===== src/rtl/itpp_pkg.sv =====
// Shared constants for the trace packet parser.
// No dependencies; compile before every other file of the block.
package itpp_pkg;

    // Event kinds on the result channel
    localparam logic [2:0] KIND_SYNC      = 3'd0;
    localparam logic [2:0] KIND_OVERFLOW  = 3'd1;
    localparam logic [2:0] KIND_TIMESTAMP = 3'd2;
    localparam logic [2:0] KIND_INSTR     = 3'd3;
    localparam logic [2:0] KIND_HW        = 3'd4;

    // Header codes and packet limits
    localparam logic [7:0] HDR_OVERFLOW   = 8'h70;
    localparam logic [3:0] NIB_TIMESTAMP  = 4'h0;
    localparam logic [3:0] NIB_EXT_A      = 4'h4;
    localparam logic [3:0] NIB_EXT_B      = 4'h8;
    localparam logic [3:0] NIB_EXT_C      = 4'hc;
    localparam logic [2:0] SYNC_ZEROS     = 3'd6;
    localparam logic [2:0] MAX_CONT_BYTES = 3'd4;

    // Payload size codes in header bits 1:0
    localparam logic [1:0] SIZE_ONE       = 2'd1;
    localparam logic [1:0] SIZE_TWO       = 2'd2;

endpackage


===== src/rtl/itpp_decode.sv =====
// Packet state machine and result register of the trace packet parser.
// Depends on itpp_pkg.
module itpp_decode (
    input  logic       aclk,
    input  logic       aresetn,
    input  logic       step_valid,
    input  logic [7:0] step_byte,
    output logic       step_ready,
    output logic       m_valid,
    input  logic       m_ready,
    output logic [2:0] m_event_kind,
    output logic [7:0] m_event_tag,
    output logic [31:0] m_event_value
);
    import itpp_pkg::*;

    typedef enum logic [2:0] {
        MODE_IDLE    = 3'd0,
        MODE_ZEROS   = 3'd1,
        MODE_TSLONG  = 3'd2,
        MODE_EXT     = 3'd3,
        MODE_PAYLOAD = 3'd4
    } mode_t;

    mode_t       mode_reg, mode_next;
    logic [2:0]  zero_run_reg, zero_run_next;
    logic [7:0]  header_reg, header_next;
    logic [2:0]  index_reg, index_next;
    logic [2:0]  length_reg, length_next;
    logic [31:0] accum_reg, accum_next;

    logic        out_valid_reg;
    logic [2:0]  out_kind_reg;
    logic [7:0]  out_tag_reg;
    logic [31:0] out_value_reg;

    logic        fire;
    logic        take_hdr;
    logic        ev_fire;
    logic [2:0]  ev_kind;
    logic [7:0]  ev_tag;
    logic [31:0] ev_value;
    logic [2:0]  zr_inc;
    logic [2:0]  idx_inc;
    logic [4:0]  ts_shift;
    logic [31:0] ts_accum;
    logic [31:0] pl_accum;
    logic [3:0]  nib;

    // Advance when the result register is free or drains this cycle
    assign step_ready = !out_valid_reg || m_ready;
    assign fire       = step_valid && step_ready;

    assign zr_inc   = zero_run_reg + 3'd1;
    assign idx_inc  = index_reg + 3'd1;
    assign ts_shift = 5'(index_reg[1:0]) * 5'd7;
    assign ts_accum = accum_reg | ({25'd0, step_byte[6:0]} << ts_shift);
    assign pl_accum = accum_reg | ({24'd0, step_byte} << {index_reg[1:0], 3'b000});
    assign nib      = step_byte[3:0];

    // Next state and event for one trace byte
    always_comb begin
        mode_next     = mode_reg;
        zero_run_next = zero_run_reg;
        header_next   = header_reg;
        index_next    = index_reg;
        length_next   = length_reg;
        accum_next    = accum_reg;
        take_hdr      = 1'b0;
        ev_fire       = 1'b0;
        ev_kind       = KIND_SYNC;
        ev_tag        = 8'd0;
        ev_value      = 32'd0;

        unique case (mode_reg)
            MODE_ZEROS: begin
                if (step_byte != 8'd0) begin
                    zero_run_next = 3'd0;
                    take_hdr      = 1'b1;
                end else if (zr_inc >= SYNC_ZEROS) begin
                    zero_run_next = 3'd0;
                    mode_next     = MODE_IDLE;
                    ev_fire       = 1'b1;
                    ev_kind       = KIND_SYNC;
                end else begin
                    zero_run_next = zr_inc;
                end
            end
            MODE_TSLONG: begin
                accum_next = ts_accum;
                index_next = idx_inc;
                if (!step_byte[7] || idx_inc >= MAX_CONT_BYTES) begin
                    mode_next = MODE_IDLE;
                    ev_fire   = 1'b1;
                    ev_kind   = KIND_TIMESTAMP;
                    ev_tag    = {6'd0, header_reg[5:4]};
                    ev_value  = ts_accum;
                end
            end
            MODE_EXT: begin
                index_next = idx_inc;
                if (!step_byte[7] || idx_inc >= MAX_CONT_BYTES) begin
                    mode_next = MODE_IDLE;
                end
            end
            MODE_PAYLOAD: begin
                accum_next = pl_accum;
                index_next = idx_inc;
                if (idx_inc >= length_reg) begin
                    mode_next = MODE_IDLE;
                    ev_fire   = 1'b1;
                    ev_kind   = header_reg[2] ? KIND_HW : KIND_INSTR;
                    ev_tag    = header_reg;
                    ev_value  = pl_accum;
                end
            end
            default: begin
                take_hdr = 1'b1;
            end
        endcase

        // Classify a header byte
        if (take_hdr) begin
            mode_next  = MODE_IDLE;
            index_next = 3'd0;
            accum_next = 32'd0;
            if (step_byte == 8'd0) begin
                mode_next     = MODE_ZEROS;
                zero_run_next = 3'd1;
            end else if (step_byte == HDR_OVERFLOW) begin
                ev_fire = 1'b1;
                ev_kind = KIND_OVERFLOW;
            end else if (nib == NIB_TIMESTAMP) begin
                if (!step_byte[7]) begin
                    ev_fire  = 1'b1;
                    ev_kind  = KIND_TIMESTAMP;
                    ev_value = {29'd0, step_byte[6:4]};
                end else begin
                    header_next = step_byte;
                    mode_next   = MODE_TSLONG;
                end
            end else if (nib == NIB_EXT_A || nib == NIB_EXT_B || nib == NIB_EXT_C) begin
                if (step_byte[7]) begin
                    mode_next = MODE_EXT;
                end
            end else begin
                header_next = step_byte;
                mode_next   = MODE_PAYLOAD;
                case (step_byte[1:0])
                    SIZE_ONE: length_next = 3'd1;
                    SIZE_TWO: length_next = 3'd2;
                    default:  length_next = 3'd4;
                endcase
            end
        end
    end

    // Hold parse state and the result register
    always_ff @(posedge aclk) begin
        if (!aresetn) begin
            mode_reg      <= MODE_IDLE;
            zero_run_reg  <= 3'd0;
            header_reg    <= 8'd0;
            index_reg     <= 3'd0;
            length_reg    <= 3'd0;
            accum_reg     <= 32'd0;
            out_valid_reg <= 1'b0;
        end else begin
            if (fire) begin
                mode_reg     <= mode_next;
                zero_run_reg <= zero_run_next;
                header_reg   <= header_next;
                index_reg    <= index_next;
                length_reg   <= length_next;
                accum_reg    <= accum_next;
            end
            if (fire && ev_fire) begin
                out_valid_reg <= 1'b1;
                out_kind_reg  <= ev_kind;
                out_tag_reg   <= ev_tag;
                out_value_reg <= ev_value;
            end else if (m_ready) begin
                out_valid_reg <= 1'b0;
            end
        end
    end

    assign m_valid       = out_valid_reg;
    assign m_event_kind  = out_kind_reg;
    assign m_event_tag   = out_tag_reg;
    assign m_event_value = out_value_reg;

endmodule


===== src/rtl/itm_trace_packet_parser.sv =====
// Top level of the trace packet parser: input register and decoder.
// Depends on itpp_decode (and through it on itpp_pkg).
//
//   channel   direction  ports                                   content
//   s_        in         s_valid s_ready s_trace_byte            one trace byte
//   m_        out        m_valid m_ready m_event_kind/tag/value  one decoded event
//
// One byte is taken per cycle while s_ready is high; an event shows on m_valid once
// its last byte has passed the input register, then the result register.
// Reset (aresetn low, synchronous) returns the parser to waiting for a header.
// A stalled result holds in its register while one more byte waits in the input
// register; s_ready drops only when both are full.
module itm_trace_packet_parser (
    input  logic        aclk,
    input  logic        aresetn,
    input  logic        s_valid,
    output logic        s_ready,
    input  logic [7:0]  s_trace_byte,
    output logic        m_valid,
    input  logic        m_ready,
    output logic [2:0]  m_event_kind,
    output logic [7:0]  m_event_tag,
    output logic [31:0] m_event_value
);
    logic       in_valid_reg;
    logic [7:0] in_byte_reg;
    logic       step_ready;

    assign s_ready = !in_valid_reg || step_ready;

    // Load a request or drain the input register into the decoder
    always_ff @(posedge aclk) begin
        if (!aresetn) begin
            in_valid_reg <= 1'b0;
        end else begin
            if (s_valid && s_ready) begin
                in_valid_reg <= 1'b1;
                in_byte_reg  <= s_trace_byte;
            end else if (step_ready) begin
                in_valid_reg <= 1'b0;
            end
        end
    end

    itpp_decode u_decode (
        .aclk          (aclk),
        .aresetn       (aresetn),
        .step_valid    (in_valid_reg),
        .step_byte     (in_byte_reg),
        .step_ready    (step_ready),
        .m_valid       (m_valid),
        .m_ready       (m_ready),
        .m_event_kind  (m_event_kind),
        .m_event_tag   (m_event_tag),
        .m_event_value (m_event_value)
    );

endmodule


===== config.mk =====
export PLATFORM = sky130hd
export DESIGN_NAME = itm_trace_packet_parser
export DESIGN_NICKNAME = d
export VERILOG_FILES = /design/src/rtl/itpp_pkg.sv /design/src/rtl/itpp_decode.sv /design/src/rtl/itm_trace_packet_parser.sv
export SDC_FILE = /design/constraint.sdc
export NUM_CORES = 1
export LEC_CHECK = 0
export BUFFER_PORTS_ARGS = -buffer_cell sky130_fd_sc_hd__buf_2
export CORE_AREA = 10 10 138 140
export DETAILED_ROUTE_END_ITERATION = 8
export DIE_AREA = 0 0 148 150
export HOLD_SLACK_MARGIN = 0.15
export PLACE_DENSITY_LB_ADDON = 0.08
export REMOVE_ABC_BUFFERS = 1
export SETUP_SLACK_MARGIN = 0.5
export SLEW_MARGIN = 10
export SYNTH_ARGS = -nofsm -noshare
export SYNTH_HDL_FRONTEND = slang
export SYNTH_SLANG_ARGS = --single-unit

===== constraint.sdc =====
create_clock -name aclk -period 4.2 [get_ports aclk]
set_input_delay 0.84 -clock aclk [delete_from_list [all_inputs] [get_ports aclk]]
set_output_delay 0.84 -clock aclk [all_outputs]
set_load 0.05 [all_outputs]

# Word level (Yosys, flattened, before mapping)
# Index checks and enable logic that the tools add are counted.
[word_totals]
out_inout_bits = 45
input_bits = 12
ff_bits = 105
wordCells = 131
[classes]
muxes = 61
n_mul = 1
reduce_logical = 28
shifts = 2
add_sub_neg = 2
bitwise = 6
n_lt_le_gt_ge = 3
n_eq_ne = 16
[op_table]
columns = ["operator", "count"]
rows = [
  ["32-bit two-way mux", 8],
  ["32-bit case mux with 2 select lines", 2],
  ["3-bit two-way mux", 23],
  ["32-bit bitwise OR", 2],
  ["8-bit two-way mux", 4],
  ["7-bit by 5-bit << shifter with 32-bit output", 1],
  ["8-bit by 5-bit << shifter with 32-bit output", 1],
  ["6-bit AND reduction", 3],
  ["8-bit case mux with 2 select lines", 1],
  ["1-bit two-way mux", 14],
  ["3-bit case mux with 2 select lines", 2],
  ["3-bit by 1-bit inequality test with 1-bit output (second input constant)", 3],
  ["3-bit case mux with 3 select lines", 1],
  ["4-bit == test (second input constant)", 2],
  ["8-bit by 7-bit == test with 1-bit output (second input constant)", 1],
  ["8-bit logical NOT", 1],
  ["2-bit two-way mux", 4],
  ["2-bit AND reduction", 4],
  ["8-bit nonzero test", 1],
  ["3-bit by 1-bit adder with 3-bit output (second input constant)", 2],
  ["3-bit by 2-bit == test with 1-bit output (second input constant)", 2],
  ["3-bit >= comparator (second input constant)", 2],
  ["2-bit nonzero test", 3],
  ["1-bit logical OR", 5],
  ["other kinds (20)", 27],
]

# Longest topological paths before layout
# Gate-level depths: netlist of the first run.
[logic_depth]
word_depth = 12
mapped_depth = 10
ltp_nobuf = 9

# Modules after synthesis
# Synthesis of the first run repeated with hierarchy kept, for this count alone.
[hier_totals]
cells_unflattened = 487
hier_area_um2 = 4927.2
[modules_own_cells]
columns = ["module", "cells_each", "n_inst", "seq_area_each_um2", "area_per_inst_um2"]
rows = [
  ["itpp_decode", 474, 1, 2352.3, 4635.7],
  ["itm_trace_packet_parser", 13, 1, 260.2, 291.5],
]

# Worst setup path before layout of the first run
# OpenSTA, ideal clock, no wires.
[synth_path]
path_kind = "flip-flop to flip-flop"
start = "register u_decode.index_reg[0]"
end = "register u_decode.out_kind_reg[0] (netlist: u_decode.m_event_kind[0]), enable pin"
required_ns = 3.729
slack_ns = -0.233
path_stages_with_launch = 9
arrival_ns = 3.962
period_less_slack_ns = 4.433
setup_ns = 0.471
n_path_buf = 0
path_cell_list = "dfxtp_1 ha_1 xnor2_1 inv_1 ha_1 nand2_1 o21ai_0 a21oi_1 a31oi_1"
[synth_via]
elab_chain_len = 12
word_cells_on_any_way = 14
classes_between = "add/sub (1); order compare (2); mux (8); reduce/logical (3)"
[synth_rtl]
columns = ["element", "line_no", "text"]
rows = [
  ["start: declaration", "itpp_decode.sv:28", "logic [2:0] index_reg, index_next;"],
  ["start signal: assignment", "itpp_decode.sv:173", "index_reg <= index_next;"],
  ["3-bit by 1-bit adder with 3-bit output *", "itpp_decode.sv:55", "assign idx_inc = index_reg + 3'd1;"],
  ["3-bit >= comparator", "itpp_decode.sv:92", "if (!step_byte[7] || idx_inc >= MAX_CONT_BYTES) begin"],
  ["1-bit logical OR", "itpp_decode.sv:92", ""],
  ["1-bit two-way mux", "itpp_decode.sv:92", ""],
  ["1-bit case mux with 3 select lines *", "itpp_decode.sv:75", "unique case (mode_reg)"],
  ["1-bit two-way mux", "itpp_decode.sv:134", "if (!step_byte[7]) begin"],
  ["1-bit two-way mux", "itpp_decode.sv:133", "end else if (nib == NIB_TIMESTAMP) begin"],
  ["1-bit two-way mux", "itpp_decode.sv:130", "end else if (step_byte == HDR_OVERFLOW) begin"],
  ["1-bit two-way mux", "itpp_decode.sv:127", "if (step_byte == 8'd0) begin"],
  ["1-bit two-way mux *", "itpp_decode.sv:123", "if (take_hdr) begin"],
  ["1-bit logical AND *", "itpp_decode.sv:177", "if (fire && ev_fire) begin"],
  ["2-bit AND reduction (no line) *", "n/a", ""],
  ["end signal: assignment", "itpp_decode.sv:179", "out_kind_reg <= ev_kind;"],
  ["end: declaration", "itpp_decode.sv:33", "logic [2:0] out_kind_reg;"],
]
# Mark *: on every way between the ends. The rest lies on a longest branch, timed or not.
# A chain may end at the register's enable or synchronous reset.

# Worst setup path after layout of the first run
[layout_path]
start = "register u_decode.index_reg[0]"
end = "register u_decode.out_value_reg[7] (netlist: u_decode.m_event_value[7]), enable pin"
[layout_via]
elab_chain_len = 12
word_cells_on_any_way = 14
classes_between = "add/sub (1); order compare (2); mux (8); reduce/logical (3)"
[layout_rtl]
columns = ["element", "line_no", "text"]
rows = [
  ["3-bit by 1-bit adder with 3-bit output *", "itpp_decode.sv:55", ""],
  ["3-bit >= comparator", "itpp_decode.sv:92", ""],
  ["1-bit logical OR", "itpp_decode.sv:92", ""],
  ["1-bit two-way mux", "itpp_decode.sv:92", ""],
  ["1-bit case mux with 3 select lines *", "itpp_decode.sv:75", ""],
  ["1-bit two-way mux", "itpp_decode.sv:134", ""],
  ["1-bit two-way mux", "itpp_decode.sv:133", ""],
  ["1-bit two-way mux", "itpp_decode.sv:130", ""],
  ["1-bit two-way mux", "itpp_decode.sv:127", ""],
  ["1-bit two-way mux *", "itpp_decode.sv:123", ""],
  ["1-bit logical AND *", "itpp_decode.sv:177", ""],
  ["2-bit AND reduction (no line) *", "n/a", ""],
  ["end signal: assignment", "itpp_decode.sv:181", "out_value_reg <= ev_value;"],
  ["end: declaration", "itpp_decode.sv:35", "logic [31:0] out_value_reg;"],
]
# Marks and branches as above.

==> flow_metrics.py, run 1 <==
metrics = {
    "outcome": {
        "status": "finished, final reports clean",
    },
    "global_routing": {
        "grt.overflow.total": 0,
        "first_global_vias": 3724,
        "grt_antenna_before_repair": 0,
        "grt_start_max_net_pins": 28,
        "global_route_usage_sum": 0.124,
        "grt_pass1_wl_um": 21500,
    },
    "cts": {
        "clk_latency_ns": 0.35,
        "postCtsSetupRepairBufs": 0,
        "htree_num_levels": 3,
        "cts_stage_hold_buffer_count": 0,
        "cts.path.max_buffers": 2,
        "cts.repair.resized": 0,
        "cts.reportedPaths.clkPinSlew_ns": 0.07,
        "tritoncts_clock_tree": "built",
        "cts_root_buf": "sky130_fd_sc_hd__clkbuf_16",
        "numClockSinks": 105,
        "numCtsBuffers": 9,
    },
    "sta": {
        "timing.slew.headroom": 0.375,
        "timing.fmax_ghz": 0.300,
        "fin_skew_ns": 0.0106,
        "final.period_utilization": 0.792,
        "finalMaxSlewViolations": 0,
        "grt_setup_unrepaired": "no",
        "tightest_slew_ns": 0.934,
        "tns_ns": 0,
        "finalHoldViolCount": 0,
        "period_needed_ns": 3.33,
        "setup_violations": 0,
    },
    "placement": {
        "dpl.hpwl_um": 9470,
        "placed_cell_area_sq_um": 5270,
        "io_buffers": 56,
        "gp_congestion": 0.759,
    },
    "synthesis": {
        "syn_inst": 462,
        "synth-edff-count": 51,
        "synthDominantAreaCellType": "sky130_fd_sc_hd__edfxtp_1",
        "mappedNetlistArea_sq_um": 4760,
        "asyncSetResetFlopFracSynth": 0,
        "synthDistinctLibCells": 60,
        "synth_register_bits": 105,
        "synth.top_cells.by_area": "sky130_fd_sc_hd__edfxtp_1, sky130_fd_sc_hd__dfxtp_1, sky130_fd_sc_hd__nand2_1, sky130_fd_sc_hd__a21oi_1, sky130_fd_sc_hd__a22oi_1",
        "synth_top_area_frac": 0.322,
        "dominantRegCellSynth": "sky130_fd_sc_hd__dfxtp_1",
        "syn_area_per_cell_sq_um": 10.3,
        "yosysWarningCount": 0,
        "synth_sequential_area_ratio": 0.548,
    },
    "flow_run": {
        "max_cap_violations": 0,
    },
    "die": {
        "floorplan.io_pins": 57,
        "initial_core_util": 0.291,
        "die-height_um": 150,
        "die_width_um": 148,
        "core_region_area_sq_um": 16300,
        "fp-row-count": 47,
        "fp.dieArea_sq_um": 22200,
    },
    "finish": {
        "top_library_cells_by_usage_in_the_layout_fill_and_taps_aside": "sky130_fd_sc_hd__buf_2, sky130_fd_sc_hd__dfxtp_1, sky130_fd_sc_hd__nand2_1",
        "utilization": 0.343,
        "fraction_of_layout_instances_using_a_drive_strength_above_1": 0.196,
        "syn2layout_area_growth_pct": 17.6,
        "nNetsFinal": 533,
        "antennaDiodeCount": 0,
        "nFillCells": 1719,
        "layout_commonest_cell": "sky130_fd_sc_hd__buf_2",
        "final_design_area_no_fill_sq_um": 5600,
    },
    "critical_path": {
        "timing.critical_path.arrival_ns": 3.43,
        "cp_cell_sequence": "ha_1 -> xnor2_1 -> inv_1 -> ha_1 -> a21oi_1 -> o21ai_0 -> buf_4 -> a21oi_1 -> a31oi_4 -> buf_4",
        "crit_buf_inv": 3,
        "cp_max_fo": 16,
        "critical_path.top_delay_family": "compound AO/OA/AOI/OAI gates",
        "cp_slowest_cell": "sky130_fd_sc_hd__dfxtp_1",
        "worst_setup_path_end_kind": "flip-flop",
        "criticalPathCategory": "reg -> reg",
        "delay_of_the_slowest_cell_on_the_worst_path_ns": 0.60,
        "startpoint_type": "flip-flop",
        "worst_ep_required_time_ns": 4.30,
    },
    "detailed_routing": {
        "route.detailed.wl_per_inst_um": 18.9,
        "route.final.wire_length_um": 13900,
        "ant_nets": 0,
        "drt_first_pass_iters": 7,
        "drc": 0,
        "post_drt_via_cell_ratio": 4.99,
        "detail_route.iter0.violations": 353,
        "via_count": 3673,
    },
    "pwr": {
        "peakVddDrop_mv": 0.225,
        "p_leak_nw": 1.93,
        "pwrdens_nw_per_um2": 396,
    },
    "worst_hold_path": {
        "timing.hold.worst.class": "reg -> reg",
    },
}
==> synth_stat cells (all sizes together), types with 2 or more instances <==
cell,count
nand3b,3
a22oi,24
nor3,6
nor2,50
dfxtp,54
nor3b,2
xnor2,2
a32oi,6
a21oi,36
edfxtp,51
and3,5
ha,9
clkbuf,16
nor4b,2
and2,3
a211oi,5
o2bb2ai,2
o21ai,23
nand2,54
o31ai,2
mux2i,6
a21o,5
nand3,19
a22o,2
o211ai,3
inv,11
o21a,14
a41o,2
nand2b,5
a31oi,8
nor2b,5
buf,14
==> path summary, 6_finish.rpt <==
path,start,endpoint,slack (ns),cells past startpoint
hold reg to reg,u_decode.accum_reg[13],u_decode.accum_reg[13],0.46,1
hold / removal,u_decode.accum_reg[13],u_decode.accum_reg[13],0.46,1
setup / recovery,u_decode.index_reg[0],u_decode.m_event_value[7],0.87,10
setup reg to reg,u_decode.index_reg[0],u_decode.m_event_value[7],0.87,10
==> stage by stage <==
step / hold slack, ns / instances / power (mW) / setup slack (ns)
floorplan: 0.426 / 432 / 1.25 / -0.687
global placement: 0.436 / 720 / 1.32 / 0.824
detailed placement: 0.441 / 720 / 1.32 / 0.703
CTS: 0.464 / 735 / 2.24 / 0.667
global route: 0.482 / 736 / 2.30 / 0.607
finish: 0.462 / 736 / 2.22 / 0.872
==> per-layer routing <==
metal	part of all wire	vias to the layer above	track usage
li1	-	1793	-
met1	0.50	1767	0.169
met2	0.44	101	0.189
met3	0.046	12	0.0260
met4	0.014	0	0.0491
met5	0	-	0
==> final cells by class <==
type	instances	area [sq um]	area share
multi-input cells	317	1980	0.354
flip-flops and latches	105	2610	0.466
clock buffers	11	243	0.0433
well taps	220	275	0.0491
repair buffers	68	370	0.0661
clock inverters	4	77.6	0.0138
inverters	11	41.3	0.00737
==> power by group <==
| part | switching [mW] | internal, mW | total (mW) |
|---|---|---|---|
| clock network | 0.379 | 0.538 | 0.917 |
| registers | 0.0208 | 1.09 | 1.11 |
| logic | 0.139 | 0.0523 | 0.191 |
| total | 0.539 | 1.68 | 2.22 |
==> worst register-to-register path: stages, from the launching register on <==
cell                      delay (ns)
sky130_fd_sc_hd__dfxtp_1        0.60
sky130_fd_sc_hd__ha_1           0.29
sky130_fd_sc_hd__xnor2_1        0.23
sky130_fd_sc_hd__inv_1          0.09
sky130_fd_sc_hd__ha_1           0.30
sky130_fd_sc_hd__a21oi_1        0.16
sky130_fd_sc_hd__o21ai_0        0.10
sky130_fd_sc_hd__buf_4          0.16
sky130_fd_sc_hd__a21oi_1        0.49
sky130_fd_sc_hd__a31oi_4        0.33
sky130_fd_sc_hd__buf_4          0.32
==> cells by family after synthesis <==
logic type	after synthesis	synth area share
fa+ha+maj	9	0.0236
buf+inv	41	0.0410
xor+xnor	3	0.00552
compound gates	139	0.195
simple gates	159	0.173
mux	6	0.0126
flops	105	0.548
Power figures use the tool's default switching activity.
==> run 2: changes to the inputs <==
==> constraint.sdc (replaced) <==
create_clock -name aclk -period 2.88 [get_ports aclk]
set_input_delay 0.576 -clock aclk [delete_from_list [all_inputs] [get_ports aclk]]
set_output_delay 0.576 -clock aclk [all_outputs]
set_load 0.05 [all_outputs]
==> flow_metrics.py, run 2 (synthesis gave the netlist of run 1 again) <==
metrics = {
    "finish": {
        "final_design_area_no_fill_sq_um": 6000,
        "top_library_cells_by_usage_in_the_layout_fill_and_taps_aside": "sky130_fd_sc_hd__buf_2, sky130_fd_sc_hd__nand2_1, sky130_fd_sc_hd__dfxtp_1",
        "multi_input_area_sq_um": 2050,
        "layout_commonest_cell": "sky130_fd_sc_hd__buf_2",
        "layout.area.seq_sq_um": 2620,
        "fraction_of_layout_instances_using_a_drive_strength_above_1": 0.272,
        "nNetsFinal": 563,
        "antennaDiodeCount": 0,
        "nFillCells": 1713,
        "syn2layout_area_growth_pct": 25.9,
    },
    "sta": {
        "grt_setup_unrepaired": "no",
        "timing.fmax_ghz": 0.432,
        "timing.slew.headroom": 0.524,
        "final.period_utilization": 0.804,
        "tns_ns": 0,
        "period_needed_ns": 2.31,
        "fin_skew_ns": 0.0116,
        "tightest_slew_ns": 0.712,
        "setup_violations": 0,
        "finalMaxSlewViolations": 0,
        "finalHoldViolCount": 0,
        "final_critical_path_setup_slack_ns": 0.565,
    },
    "die": {
        "floorplan.io_pins": 57,
        "fp-row-count": 47,
        "core_region_area_sq_um": 16300,
        "fp.dieArea_sq_um": 22200,
        "die_width_um": 148,
        "initial_core_util": 0.291,
        "die-height_um": 150,
    },
    "critical_path": {
        "criticalPathCategory": "reg -> reg",
        "worst_ep_required_time_ns": 2.96,
        "cp_max_fo": 5,
        "worst_setup_path_end_kind": "flip-flop",
        "startpoint_type": "flip-flop",
        "timing.critical_path.arrival_ns": 2.39,
    },
    "placement": {
        "placed_cell_area_sq_um": 5340,
        "io_buffers": 56,
        "dpl.hpwl_um": 9500,
        "dp_slack_ns": 0.173,
        "gp_congestion": 0.793,
    },
    "pwr": {
        "peakVddDrop_mv": 0.267,
        "p_leak_nw": 2.11,
        "pwrdens_nw_per_um2": 540,
    },
    "worst_hold_path": {
        "timing.hold.worst.class": "in -> reg",
    },
    "global_routing": {
        "global_route_usage_sum": 0.134,
        "first_global_vias": 3779,
        "grt_antenna_before_repair": 0,
        "grt_start_max_net_pins": 28,
        "grt.overflow.total": 0,
        "grt_pass1_wl_um": 22700,
    },
    "detailed_routing": {
        "drc": 0,
        "post_drt_via_cell_ratio": 4.95,
        "drt_first_pass_iters": 5,
        "ant_nets": 0,
        "route.detailed.wl_per_inst_um": 19.1,
        "detail_route.iter0.violations": 209,
        "via_count": 3799,
        "route.final.wire_length_um": 14600,
    },
    "cts": {
        "clk_latency_ns": 0.36,
        "numClockSinks": 105,
        "cts_stage_hold_buffer_count": 0,
        "cts.path.max_buffers": 2,
        "cts_root_buf": "sky130_fd_sc_hd__clkbuf_16",
        "tritoncts_clock_tree": "built",
        "cts.reportedPaths.clkPinSlew_ns": 0.08,
        "htree_num_levels": 3,
        "numCtsBuffers": 9,
    },
    "outcome": {
        "status": "finished, final reports clean",
    },
    "flow_run": {
        "max_cap_violations": 0,
    },
}
[run 2: worst paths after layout]
kind                            slack (ns)  cells after the start                    from                      end
worst max-delay path                  0.57                     12   u_decode.index_reg[1]  u_decode.m_event_tag[7]
worst min-delay path                  0.38                      1         s_trace_byte[0]           in_byte_reg[0]
worst max register to register        0.57                     12   u_decode.index_reg[1]  u_decode.m_event_tag[7]
worst min register to register        0.47                      1  u_decode.accum_reg[16]   u_decode.accum_reg[16]
[run 2: what timing repair did]
item | CTS | global route
pin swaps | 4 | 6
setup endpoints to repair | 110 | 77
gates cloned | 2 | 1
buffers inserted | 10 | 11
resized for setup | 16 | 10
[run 2: stage by stage]
step	power (mW)	hold WS, ns	util	cells
floorplan	1.82	0.426	-	432
global placement	1.94	0.447	0.326	727
detailed placement	1.94	0.447	0.326	727
CTS	3.26	0.375	0.358	755
global route	3.36	0.378	0.367	767
finish	3.24	0.385	0.367	767
[run 2: final cells by class]
type	count	area share
clock buffer	11	0.0421
clock inverter	5	0.0104
inverter	11	0.00688
multi-input combinational	316	0.343
sequential	105	0.436
tap	220	0.0459
timing repair buffer	99	0.116
[run 2: power by group]
group | total (mW) | internal [mW] | switching, mW
Combinational | 0.328 | 0.104 | 0.224
Sequential | 1.61 | 1.59 | 0.0202
Clock | 1.30 | 0.727 | 0.576
Total | 3.24 | 2.42 | 0.821
[run 2: layer usage]
metal	wire [um]	GRT usage	share of wire	vias to the layer above
met2	6760	0.205	0.46	111
met3	742	0.0293	0.051	15
met1	6890	0.179	0.47	1819
met4	235	0.0525	0.016	0
met5	0	0	0	-
li1	-	-	-	1854
[run 2: worst max-delay path: stages (launching register included)]
cell,delay [ns]
sky130_fd_sc_hd__dfxtp_2,0.34
sky130_fd_sc_hd__ha_4,0.17
sky130_fd_sc_hd__xnor2_2,0.18
sky130_fd_sc_hd__inv_2,0.06
sky130_fd_sc_hd__ha_4,0.27
sky130_fd_sc_hd__nand2_2,0.05
sky130_fd_sc_hd__o21ai_2,0.16
sky130_fd_sc_hd__a21oi_2,0.08
sky130_fd_sc_hd__buf_4,0.16
sky130_fd_sc_hd__a31oi_4,0.14
sky130_fd_sc_hd__buf_6,0.15
sky130_fd_sc_hd__buf_6,0.12
sky130_fd_sc_hd__clkbuf_16,0.14
==> run 3: changes to the inputs <==
==> constraint.sdc (replaced) <==
create_clock -name aclk -period 2.13 [get_ports aclk]
set_input_delay 0.426 -clock aclk [delete_from_list [all_inputs] [get_ports aclk]]
set_output_delay 0.426 -clock aclk [all_outputs]
set_load 0.05 [all_outputs]
==> flow_metrics.py, run 3 (synthesis gave the netlist of run 1 again) <==
metrics = {
    "finish": {
        "final_design_area_no_fill_sq_um": 7080,
        "fraction_of_layout_instances_using_a_drive_strength_above_1": 0.469,
        "utilization": 0.433,
        "nFillCells": 1627,
        "top_library_cells_by_usage_in_the_layout_fill_and_taps_aside": "sky130_fd_sc_hd__buf_4, sky130_fd_sc_hd__buf_2, sky130_fd_sc_hd__edfxtp_1",
        "layout_commonest_cell": "sky130_fd_sc_hd__buf_4",
        "instances_no_fill": 825,
        "syn2layout_area_growth_pct": 48.7,
        "nNetsFinal": 621,
        "antennaDiodeCount": 0,
    },
    "critical_path": {
        "worst_setup_path_end_kind": "flip-flop",
        "delay_of_the_slowest_cell_on_the_worst_path_ns": 0.34,
        "cp_cell_sequence": "ha_4 -> xnor2_4 -> inv_2 -> ha_4 -> a21oi_4 -> o21ai_2 -> buf_6 -> a21o_4 -> buf_12 -> a32oi_2 -> nand2_1",
        "cp_max_fo": 11,
        "cp_slowest_cell": "sky130_fd_sc_hd__dfxtp_2",
        "timing.critical_path.arrival_ns": 2.28,
        "regToRegSetupSlack_ns": -0.04,
        "worst_ep_required_time_ns": 2.25,
        "crit_path_frequent_cell": "sky130_fd_sc_hd__ha_4",
        "startpoint_type": "flip-flop",
        "criticalPathCategory": "reg -> reg",
    },
    "sta": {
        "final_critical_path_setup_slack_ns": -0.0353,
        "finalHoldViolCount": 0,
        "fin_skew_ns": 0.00873,
        "grt_setup_unrepaired": "yes",
        "timing.slew.headroom": 0.678,
        "timing.fmax_ghz": 0.462,
        "period_needed_ns": 2.17,
        "final.period_utilization": 1.02,
        "tns_ns": -0.251,
        "setup_violations": 34,
        "finalMaxSlewViolations": 0,
        "tightest_slew_ns": 0.483,
    },
    "pwr": {
        "combinationalPowerShare": 0.153,
        "sw_frac_of_total": 0.269,
        "seq_power_share": 0.492,
        "net-switching-power_mw": 1.18,
        "p_int_mw": 3.22,
        "p_leak_nw": 2.54,
        "clockPowerShare": 0.355,
        "finalPower_mw": 4.41,
        "pwrdens_nw_per_um2": 622,
        "peakVddDrop_mv": 0.364,
    },
    "placement": {
        "io_buffers": 56,
        "placed_cell_area_sq_um": 5610,
        "dpl.hpwl_um": 10000,
        "gp_congestion": 0.815,
        "dp_cells": 758,
    },
    "global_routing": {
        "grt_antenna_before_repair": 0,
        "grt.overflow.total": 0,
        "grt_pass1_wl_um": 24200,
        "global_route_usage_sum": 0.140,
        "first_global_vias": 4119,
        "grt_start_max_net_pins": 24,
    },
    "outcome": {
        "violations_in_the_final_reports": "setup timing",
        "status": "finished, violations left",
    },
    "die": {
        "initial_core_util": 0.291,
        "core_region_area_sq_um": 16300,
        "fp.dieArea_sq_um": 22200,
        "die-height_um": 150,
        "fp-row-count": 47,
        "die_width_um": 148,
        "floorplan.io_pins": 57,
    },
    "cts": {
        "tritoncts_clock_tree": "built",
        "htree_num_levels": 3,
        "cts.path.max_buffers": 2,
        "clk_latency_ns": 0.36,
        "cts_root_buf": "sky130_fd_sc_hd__clkbuf_16",
        "cts_stage_hold_buffer_count": 0,
        "cts.reportedPaths.clkPinSlew_ns": 0.07,
        "numClockSinks": 105,
        "numCtsBuffers": 9,
    },
    "flow_run": {
        "max_cap_violations": 0,
    },
    "detailed_routing": {
        "route.detailed.wl_per_inst_um": 18.8,
        "route.final.wire_length_um": 15500,
        "detail_route.iter0.violations": 244,
        "drt_first_pass_iters": 4,
        "drc": 0,
        "ant_nets": 0,
        "post_drt_via_cell_ratio": 4.92,
        "via_count": 4059,
    },
    "worst_hold_path": {
        "timing.hold.worst.class": "in -> reg",
    },
}
## run 3: cell types whose count changed in the layout (fill, tap and decap cells not counted), moves of 8 or more
| cell | previous run | this run |
|---|---|---|
| sky130_fd_sc_hd__nor2_2 | 1 | 10 |
| sky130_fd_sc_hd__nand2_2 | 1 | 9 |
| sky130_fd_sc_hd__buf_4 | 35 | 58 |
| sky130_fd_sc_hd__nor2_1 | 48 | 31 |
| sky130_fd_sc_hd__a22oi_2 | 0 | 12 |
| sky130_fd_sc_hd__nand2_1 | 52 | 41 |
| sky130_fd_sc_hd__a22oi_1 | 24 | 12 |
| sky130_fd_sc_hd__o21ai_0 | 18 | 7 |
| sky130_fd_sc_hd__buf_6 | 3 | 28 |
| sky130_fd_sc_hd__nor2_4 | 1 | 10 |
## run 3: final timing paths
| check | startpoint | endpoint | cells after the start |
|---|---|---|---|
| setup reg to reg | u_decode.index_reg[1] | u_decode.m_event_value[23] | 11 |
| setup / recovery | u_decode.index_reg[1] | u_decode.m_event_value[23] | 11 |
| hold / removal | s_trace_byte[4] | in_byte_reg[4] | 1 |
| hold reg to reg | u_decode.accum_reg[13] | u_decode.accum_reg[13] | 1 |
## run 3: what timing repair did
item / 4_1_cts / 5_1_grt
endpoints found under the setup margin: 140 / 138
pin swaps: 58 / 22
cloned: 6 / 0
resized for setup: 114 / 66
buffers inserted: 25 / 20
## run 3: per-layer routing
layer  wire length, um  global-route usage  vias up
li1                  -                   -     1967
met1              7090               0.184     1979
met2              7310               0.224       98
met3               852              0.0332       15
met4               231              0.0436        0
met5                 0                   0        -
## run 3: final cells by class
class / instances / area [sq um] / area share
repair buffers: 155 / 1320 / 0.186
clock inverters: 4 / 28.8 / 0.00406
clock buffers: 12 / 236 / 0.0334
well taps: 220 / 275 / 0.0389
inverters: 11 / 41.3 / 0.00583
multi-input cells: 318 / 2560 / 0.361
flip-flops and latches: 105 / 2630 / 0.371
## run 3: metrics by stage
stage	worst slack [ns]	hold slack [ns]
after floorplan	-2.76	0.426
after global placement	-0.201	0.447
after detailed placement	-0.270	0.447
after CTS	-0.0981	0.226
after global routing	-0.0987	0.226
final	-0.0353	0.234
## run 3: power by group through the flow
| stage | Combinational, mW | Clock [mW] | Sequential (mW) |
|---|---|---|---|
| 6_report | 0.674 | 1.56 | 2.17 |
| 5_1_grt | 0.716 | 1.68 | 2.17 |
| 4_1_cts | 0.601 | 1.60 | 2.17 |
| 3_5_place_dp | 0.442 | 0 | 2.22 |
| 3_3_place_gp | 0.441 | 0 | 2.22 |
| 2_1_floorplan | 0.179 | 0 | 2.28 |
## run 3: critical path: cells and delay by family (launching register included)
family	cells	cell delay, ns
fa+ha+maj	2	0.43
compound gates	4	0.59
xor+xnor	1	0.14
buf+inv	3	0.33
flops	1	0.34
simple gates	1	0.07
